### src/rtl/priority_round_robin_scheduler_assert.svh
// Assertion macros shared by the scheduler RTL
`ifndef PRIORITY_ROUND_ROBIN_SCHEDULER_ASSERT_SVH
`define PRIORITY_ROUND_ROBIN_SCHEDULER_ASSERT_SVH

// condition holds at every clock edge out of reset
`define PRRS_ASSERT_ALWAYS(label, clk, rst_n, cond) \
  label: assert property (@(posedge clk) disable iff (!rst_n) (cond)) \
    else $error("scheduler invariant violated");

// consequent holds in the same cycle as the antecedent
`define PRRS_ASSERT_IMPL(label, clk, rst_n, ante, cons) \
  label: assert property (@(posedge clk) disable iff (!rst_n) (ante) |-> (cons)) \
    else $error("scheduler implication violated");

`endif

### src/rtl/prrs_pkg.sv
// Types and constants of the priority round-robin scheduler
`default_nettype none

package prrs_pkg;

  localparam int ID_W   = 8;
  localparam int PRIO_W = 4;
  localparam int LEN_W  = 16;

  localparam logic [LEN_W-1:0] QUANTUM_RESET = 16'd10;

  localparam logic OP_ADD   = 1'b0;
  localparam logic OP_SLICE = 1'b1;

  typedef enum logic [1:0] {
    STATUS_ADDED = 2'd0,
    STATUS_SLICE = 2'd1,
    STATUS_FULL  = 2'd2,
    STATUS_EMPTY = 2'd3
  } status_t;

  // one task table entry
  typedef struct packed {
    logic [ID_W-1:0]   id;
    logic [PRIO_W-1:0] prio;
    logic [LEN_W-1:0]  rem;
  } entry_t;

  // one request from the command channel
  typedef struct packed {
    logic              op;
    logic [ID_W-1:0]   id;
    logic [PRIO_W-1:0] prio;
    logic [LEN_W-1:0]  burst;
  } cmd_t;

  // one result toward the output channel
  typedef struct packed {
    status_t           status;
    logic [ID_W-1:0]   slice_task;
    logic [LEN_W-1:0]  slice_length;
    logic              task_finished;
  } result_t;

endpackage

`default_nettype wire

### src/rtl/prrs_core.sv
// Task table memory and the insertion sequencer with its priority comparator
`default_nettype none
`include "priority_round_robin_scheduler_assert.svh"

module prrs_core #(
  parameter int MAX_TASKS = 32
) (
  input  wire logic                           clk,
  input  wire logic                           rst_n,
  input  wire logic                           cmd_valid,
  input  wire prrs_pkg::cmd_t                 cmd,
  input  wire logic [prrs_pkg::LEN_W-1:0]     quantum,
  output logic                                done,
  output prrs_pkg::result_t                   res
);

  localparam int IDX_W = (MAX_TASKS > 1) ? $clog2(MAX_TASKS) : 1;
  localparam int CNT_W = $clog2(MAX_TASKS + 1);
  localparam int SUM_W = IDX_W + 2;

  typedef enum logic [1:0] {
    S_IDLE,
    S_DECIDE,
    S_WALK,
    S_PUT
  } state_t;

  // circular buffer pointer steps
  function automatic logic [IDX_W-1:0] ptr_inc(input logic [IDX_W-1:0] p);
    ptr_inc = (p == IDX_W'(MAX_TASKS - 1)) ? '0 : p + IDX_W'(1);
  endfunction

  function automatic logic [IDX_W-1:0] ptr_dec(input logic [IDX_W-1:0] p);
    ptr_dec = (p == '0) ? IDX_W'(MAX_TASKS - 1) : p - IDX_W'(1);
  endfunction

  state_t                         state_r, state_nxt;
  logic [IDX_W-1:0]               head_r, head_nxt;
  logic [IDX_W-1:0]               tail_r, tail_nxt;
  logic [CNT_W-1:0]               count_r, count_nxt;
  logic [IDX_W-1:0]               wr_ptr_r, wr_ptr_nxt;
  logic [IDX_W-1:0]               rd_ptr_r, rd_ptr_nxt;
  logic [CNT_W-1:0]               k_r, k_nxt;
  prrs_pkg::entry_t               ins_r, ins_nxt;
  prrs_pkg::result_t              res_r, res_nxt;

  prrs_pkg::entry_t               mem [MAX_TASKS];
  prrs_pkg::entry_t               rd_q;
  logic                           mem_we;
  logic [IDX_W-1:0]               mem_wa;
  prrs_pkg::entry_t               mem_wd;
  logic [IDX_W-1:0]               mem_ra;

  logic                           full;
  logic                           empty;
  logic [prrs_pkg::LEN_W-1:0]     rem_left;
  logic [SUM_W-1:0]               tail_sum;
  logic [IDX_W-1:0]               tail_chk;

  assign full     = (count_r == CNT_W'(MAX_TASKS));
  assign empty    = (count_r == '0);
  assign rem_left = rd_q.rem - quantum;

  // table memory: one write port, one registered read port
  always_ff @(posedge clk) begin
    if (mem_we) begin
      mem[mem_wa] <= mem_wd;
    end
    rd_q <= mem[mem_ra];
  end

  // sequencer next state
  always_comb begin
    state_nxt  = state_r;
    head_nxt   = head_r;
    tail_nxt   = tail_r;
    count_nxt  = count_r;
    wr_ptr_nxt = wr_ptr_r;
    rd_ptr_nxt = rd_ptr_r;
    k_nxt      = k_r;
    ins_nxt    = ins_r;
    res_nxt    = res_r;
    mem_we     = 1'b0;
    mem_wa     = wr_ptr_r;
    mem_wd     = ins_r;
    mem_ra     = ptr_dec(rd_ptr_r);
    done       = 1'b0;
    res        = res_r;

    unique case (state_r)
      S_IDLE: begin
        if (cmd_valid) begin
          if (cmd.op == prrs_pkg::OP_ADD) begin
            if (full) begin
              done = 1'b1;
              res  = '{prrs_pkg::STATUS_FULL, '0, '0, 1'b0};
            end else begin
              ins_nxt    = '{cmd.id, cmd.prio, cmd.burst};
              res_nxt    = '{prrs_pkg::STATUS_ADDED, '0, '0, 1'b0};
              wr_ptr_nxt = tail_r;
              rd_ptr_nxt = ptr_dec(tail_r);
              mem_ra     = ptr_dec(tail_r);
              k_nxt      = count_r;
              state_nxt  = empty ? S_PUT : S_WALK;
            end
          end else begin
            if (empty) begin
              done = 1'b1;
              res  = '{prrs_pkg::STATUS_EMPTY, '0, '0, 1'b0};
            end else begin
              mem_ra    = head_r;
              state_nxt = S_DECIDE;
            end
          end
        end
      end

      // head entry is on rd_q
      S_DECIDE: begin
        if (rd_q.rem <= quantum) begin
          done      = 1'b1;
          res       = '{prrs_pkg::STATUS_SLICE, rd_q.id, rd_q.rem, 1'b1};
          head_nxt  = ptr_inc(head_r);
          count_nxt = count_r - CNT_W'(1);
          state_nxt = S_IDLE;
        end else if (count_r == CNT_W'(1)) begin
          // lone task keeps the head slot
          mem_we    = 1'b1;
          mem_wa    = head_r;
          mem_wd    = '{rd_q.id, rd_q.prio, rem_left};
          done      = 1'b1;
          res       = '{prrs_pkg::STATUS_SLICE, rd_q.id, quantum, 1'b0};
          state_nxt = S_IDLE;
        end else begin
          // pop the head and requeue it behind its peers
          head_nxt   = ptr_inc(head_r);
          count_nxt  = count_r - CNT_W'(1);
          ins_nxt    = '{rd_q.id, rd_q.prio, rem_left};
          res_nxt    = '{prrs_pkg::STATUS_SLICE, rd_q.id, quantum, 1'b0};
          wr_ptr_nxt = tail_r;
          rd_ptr_nxt = ptr_dec(tail_r);
          mem_ra     = ptr_dec(tail_r);
          k_nxt      = count_r - CNT_W'(1);
          state_nxt  = S_WALK;
        end
      end

      // entry k-1 is on rd_q; shift it up while it is less urgent
      S_WALK: begin
        mem_we = 1'b1;
        if (rd_q.prio > ins_r.prio) begin
          mem_wd     = rd_q;
          wr_ptr_nxt = rd_ptr_r;
          rd_ptr_nxt = ptr_dec(rd_ptr_r);
          k_nxt      = k_r - CNT_W'(1);
          if (k_r == CNT_W'(1)) begin
            state_nxt = S_PUT;
          end
        end else begin
          count_nxt = count_r + CNT_W'(1);
          tail_nxt  = ptr_inc(tail_r);
          done      = 1'b1;
          state_nxt = S_IDLE;
        end
      end

      // new entry lands at the front of the walk
      S_PUT: begin
        mem_we    = 1'b1;
        count_nxt = count_r + CNT_W'(1);
        tail_nxt  = ptr_inc(tail_r);
        done      = 1'b1;
        state_nxt = S_IDLE;
      end

      default: begin
        state_nxt = S_IDLE;
      end
    endcase
  end

  // state and registered sequencer outputs
  always_ff @(posedge clk) begin
    if (!rst_n) begin
      state_r <= S_IDLE;
      head_r  <= '0;
      tail_r  <= '0;
      count_r <= '0;
    end else begin
      state_r <= state_nxt;
      head_r  <= head_nxt;
      tail_r  <= tail_nxt;
      count_r <= count_nxt;
    end
    wr_ptr_r <= wr_ptr_nxt;
    rd_ptr_r <= rd_ptr_nxt;
    k_r      <= k_nxt;
    ins_r    <= ins_nxt;
    res_r    <= res_nxt;
  end

  // expected tail from head and count, for checking only
  assign tail_sum = SUM_W'(head_r) + SUM_W'(count_r);
  assign tail_chk = (tail_sum >= SUM_W'(MAX_TASKS)) ?
                    IDX_W'(tail_sum - SUM_W'(MAX_TASKS)) : IDX_W'(tail_sum);

  `PRRS_ASSERT_ALWAYS(a_count_range, clk, rst_n, count_r <= CNT_W'(MAX_TASKS))
  `PRRS_ASSERT_ALWAYS(a_tail_follows_head, clk, rst_n, tail_r == tail_chk)
  `PRRS_ASSERT_IMPL(a_walk_bounds, clk, rst_n, state_r == S_WALK, (k_r != '0) && (k_r <= count_r))

endmodule

`default_nettype wire

### src/rtl/priority_round_robin_scheduler.sv
// Top level of the priority round-robin scheduler
//
// Usage:
//   Command channel: a request (in_operation, in_task_id, in_priority_req,
//   in_burst) is taken at a clock edge with start high and busy low. busy
//   stays high while the request is worked on.
//   Result channel: every request yields exactly one result. out_valid is
//   high for one cycle with out_status, out_slice_task, out_slice_length and
//   out_task_finished; the receiver cannot stall it, so it must sample then.
//   Config channel: cfg_quantum is written when cfg_valid and cfg_ready are
//   high; cfg_ready is low while a request is in progress.
//   Timing: a full table or an empty queue gives its result at the accepting
//   edge; a slice that finishes or keeps a lone task in place reads the head
//   entry first; an add walks up from the tail, a requeue reads the head and
//   then walks. The walk moves one entry per cycle through the table's read
//   and write ports and one priority comparator; busy drops at the edge that
//   raises out_valid, so a new start may be taken in that cycle.
//   Reset: synchronous, active low; empties the table and sets the quantum
//   to 10. Table contents are not cleared.
`default_nettype none
`include "priority_round_robin_scheduler_assert.svh"

module priority_round_robin_scheduler #(
  parameter int MAX_TASKS = 32
) (
  input  wire logic                             clk,
  input  wire logic                             rst_n,
  // command channel
  input  wire logic                             start,
  output logic                                  busy,
  input  wire logic                             in_operation,
  input  wire logic [prrs_pkg::ID_W-1:0]        in_task_id,
  input  wire logic [prrs_pkg::PRIO_W-1:0]      in_priority_req,
  input  wire logic [prrs_pkg::LEN_W-1:0]       in_burst,
  // result channel
  output logic                                  out_valid,
  output logic [1:0]                            out_status,
  output logic [prrs_pkg::ID_W-1:0]             out_slice_task,
  output logic [prrs_pkg::LEN_W-1:0]            out_slice_length,
  output logic                                  out_task_finished,
  // config channel
  input  wire logic                             cfg_valid,
  output logic                                  cfg_ready,
  input  wire logic [prrs_pkg::LEN_W-1:0]       cfg_quantum
);

  logic                           busy_r, busy_nxt;
  logic                           out_valid_r;
  logic [prrs_pkg::LEN_W-1:0]     quantum_r;
  prrs_pkg::result_t              out_r;
  logic                           accept;
  logic                           cfg_write;
  prrs_pkg::cmd_t                 cmd;
  logic                           core_done;
  prrs_pkg::result_t              core_res;

  assign accept    = start && !busy_r;
  assign cfg_ready = !busy_r;
  assign cfg_write = cfg_valid && cfg_ready;
  assign cmd       = '{in_operation, in_task_id, in_priority_req, in_burst};

  // busy from accept to completion
  assign busy_nxt = core_done ? 1'b0 : (accept ? 1'b1 : busy_r);

  prrs_core #(
    .MAX_TASKS (MAX_TASKS)
  ) u_core (
    .clk       (clk),
    .rst_n     (rst_n),
    .cmd_valid (accept),
    .cmd       (cmd),
    .quantum   (quantum_r),
    .done      (core_done),
    .res       (core_res)
  );

  // control registers and quantum
  always_ff @(posedge clk) begin
    if (!rst_n) begin
      busy_r      <= 1'b0;
      out_valid_r <= 1'b0;
      quantum_r   <= prrs_pkg::QUANTUM_RESET;
    end else begin
      busy_r      <= busy_nxt;
      out_valid_r <= core_done;
      if (cfg_write) begin
        quantum_r <= cfg_quantum;
      end
    end
  end

  // result register
  always_ff @(posedge clk) begin
    if (core_done) begin
      out_r <= core_res;
    end
  end

  assign busy              = busy_r;
  assign out_valid         = out_valid_r;
  assign out_status        = out_r.status;
  assign out_slice_task    = out_r.slice_task;
  assign out_slice_length  = out_r.slice_length;
  assign out_task_finished = out_r.task_finished;

  `PRRS_ASSERT_IMPL(a_result_after_busy, clk, rst_n, out_valid_r, !busy_r)
  `PRRS_ASSERT_IMPL(a_finish_is_slice, clk, rst_n, out_valid_r && out_r.task_finished, out_r.status == prrs_pkg::STATUS_SLICE)

endmodule

`default_nettype wire

### config.mk
export PLATFORM = sky130hd
export DESIGN_NAME = priority_round_robin_scheduler
export DESIGN_NICKNAME = d
export VERILOG_FILES = /design/src/rtl/prrs_pkg.sv /design/src/rtl/prrs_core.sv /design/src/rtl/priority_round_robin_scheduler.sv
export VERILOG_INCLUDE_DIRS = /design/src /design/src/rtl
export SDC_FILE = /design/constraint.sdc
export NUM_CORES = 2
export LEC_CHECK = 0
export BUFFER_PORTS_ARGS = -buffer_cell sky130_fd_sc_hd__buf_2
export CAP_MARGIN = 20
export CELL_PAD_IN_SITES_DETAIL_PLACEMENT = 0
export CELL_PAD_IN_SITES_GLOBAL_PLACEMENT = 2
export CORE_ASPECT_RATIO = 0.7
export CORE_MARGIN = 3
export CORE_UTILIZATION = 49
export DETAILED_ROUTE_END_ITERATION = 8
export GPL_ROUTABILITY_DRIVEN = 0
export GPL_TIMING_DRIVEN = 0
export PLACE_DENSITY = 0.95
export SLEW_MARGIN = 40
export SYNTH_ARGS = -nofsm -noshare
export SYNTH_HDL_FRONTEND = slang
export SYNTH_SLANG_ARGS = --single-unit
### constraint.sdc
create_clock -name clk -period 7.2 [get_ports clk]
set_input_delay 1.08 -clock clk [delete_from_list [all_inputs] [get_ports clk]]
set_output_delay 1.08 -clock clk [all_outputs]
set_load 0.01 [all_outputs]
==> run summary <==
syn nets: 3340
Multi-input gate area: 12010 um2
most common cell after layout, fill and taps aside: edfxtp_1
pre-CTS setup slack: 1281 ps
die height: 256.6 um
VDD IR max: 268.7 uV
die area: 93380 um2
initial antenna violation count: 4
Starting Density: 0.4968
Overall Global Routing Usage: 0.2937
unrepaired setup endpoints after global routing: no
Yosys cell types: 77
Post-CTS Setup Repair Bufs: 0
status: complete, no violations
fraction of registers with async set/reset: 0
final slew viol count: 0
CTS tree: yes
EDFF count, synth: 992
post-layout instance area: 50840 um2
synthesis warning total: 0
DRC violations left: 0
final hold viol count: 0
Synth Cell Area: 43950 um2
largest buffer count on any clock path: 3
clk sinks: 1056
Resize count post-CTS: 0
CTS root buffer: clkbuf_16
TritonCTS buffer count: 95
fmax: 160.4 MHz
DRT Pass-1 Iters: 8
Clk pin slew, worst setup/hold paths: 70 ps
WL final: 139.3 mm
Worst EP arrival: 6800 ps
total number of vias: 30.22k
post-route setup slack: 965.5 ps
Pint: 14.48 mW
Inst Count DP: 4561
Max-Cap Viols: 0
Clk pwr share: 0.200
vias in the first global route: 27.91k
Worst Path Class, Setup: reg2reg
Synth Register Bits: 1056
Psw: 11.61 mW
skew final: 31.91 ps
Reg power frac: 0.334
I/O Buffers: 77
Std-Cell Rows: 91
Layout area overhead: 15.67%
Slew @ Worst Pin: 953.8 ps
Reg area: 31070 um2
Clk Latency, worst-skew pair: 720 ps
core area: 88470 um2
remaining antenna violation count: 0
Mean Syn Cell Area: 13.51 um2
Worst setup EP type: flip-flop
Filler Cells Inserted: 7026
Setup TNS: 0 ps
Pwr Density: 513.2 nW/um2
dpl cell area: 47630 um2
largest net degree at the start of global routing: 35
Comb power frac: 0.466
CP Launch Type: flip-flop
final hold slack: 488.1 ps
drt via density: 6.377
WL/cell: 29.41 um
Final Setup Violations: 0
DRT iter0 DRCs: 5069
period utilisation layout: 0.8659
post-DP HPWL: 99.14 mm
LEAKAGE: 17.78 nW
chip width: 364.0 um
required time worst endpoint: 7770 ps
commonest cells after routing, fill and taps aside: edfxtp_1 (992), nand2_1 (616), buf_2 (154), nand3_1 (151), and3_1 (127)
Seq/Total Area, Yosys: 0.7069
Slew Limit Headroom: 0.3642
hold crit path type: reg2reg
Worst Path Max Fanout: 10
Synth Flop Type: edfxtp_1
Final min period: 6234 ps
io pins: 79
GRT overflow: 0
fraction of layout cells with a size suffix above 1: 0.1399
Sw Share: 0.4449
nets@finish: 3584
first-pass GRT wire length: 196.6 mm
fin util: 0.5746
H-tree levels: 3
Pwr Total: 26.09 mW
post-synthesis cell count: 3253
Cell Count, Final, Fillers Out: 4738
CTS Hold Buffers Added: 0
==> power groups by stage <==
stage	clock (mW)	sequential, mW	combinational (mW)
CTS	5.22	8.71	11.6
global route	5.47	8.75	12.6
detailed placement	0	8.83	11.6
global placement	0	8.93	11.0
finish	5.21	8.72	12.2
floorplan	0	8.78	6.32
==> routing by layer <==
layer,up-vias,global-route usage,part of all wire
li1,12940,-,-
met1,14920,0.4442,0.41
met5,-,0,0.000086
met2,2102,0.3936,0.40
met3,256,0.1098,0.16
met4,2,0.08369,0.029
==> state kept, by name (all words and copies together), names as in the netlist <==
name               count
out_valid              1
u_core.tail_r          5
busy                   1
u_core.res_r          25
u_core.rd_q           28
u_core.ins_r          28
out_status             2
out_task_finished      1
u_core.wr_ptr_r        5
out_slice_length      16
u_core.state_r         2
u_core.rd_ptr_r        5
u_core.head_r          5
u_core.k_r             6
u_core.count_r         6
out_slice_task         8
quantum_r             16
u_core.mem           896
==> synth_stat cells, types with 67 or more instances <==
library cell | instances | share of area
edfxtp_1 | 992 | 0.68
nand2_1 | 616 | 0.053
nand3_1 | 151 | 0.017
and3_1 | 127 | 0.018
a211oi_1 | 126 | 0.022
mux2i_1 | 118 | 0.027
clkbuf_1 | 107 | 0.0091
nor2_1 | 97 | 0.0083
a31oi_1 | 76 | 0.011
buf_2 | 71 | 0.0081
inv_1 | 69 | 0.0059
a311oi_1 | 67 | 0.013
==> logic make-up (layout without fill, tap and decap cells) <==
kind of cell,count (synthesis),in the layout,synth area share
AO/OA/AOI/OAI,607,607,0.1046
XOR/XNOR,21,21,0.004185
adder cells (fa/ha/maj),38,38,0.01099
buffers and inverters,289,611,0.02927
flip-flops,1056,1056,0.7069
multiplexers,134,134,0.03097
other,0,1,0
AND/OR/NAND/NOR,1108,1108,0.1131
==> worst max-delay path: stages (launching register included) <==
cell and delay, ps:
dfxtp_1 410, ha_1 210, inv_1 60, fa_1 420, a211oi_1 440, o211ai_1 320, and3_1 360, o21ai_2 330
a21boi_1 230, o21ai_1 780, nand3_1 800, clkbuf_1 460, a311oi_2 640, a31oi_1 250, nand4_1 380
==> area by class of cell <==
| type | instances | area share |
|---|---|---|
| clock buffer | 112 | 0.04863 |
| clock inverter | 63 | 0.01346 |
| inverter | 70 | 0.005168 |
| timing repair buffer | 147 | 0.03643 |
| sequential | 1056 | 0.6112 |
| buffer | 219 | 0.02035 |
| antenna | 1 | 0.00004922 |
| multi-input combinational | 1908 | 0.2362 |
| tap | 1162 | 0.02860 |
==> final timing paths <==
kind	startpoint	end	slack (ps)	depth (start not counted)
setup / recovery	quantum_r[0]	u_core.rd_q[24]	970	14
hold / removal	quantum_r[14]	quantum_r[14]	490	2
setup reg to reg	quantum_r[0]	u_core.rd_q[24]	970	14
hold reg to reg	quantum_r[14]	quantum_r[14]	490	2
Note: power is estimated with default switching activity, not from simulation.
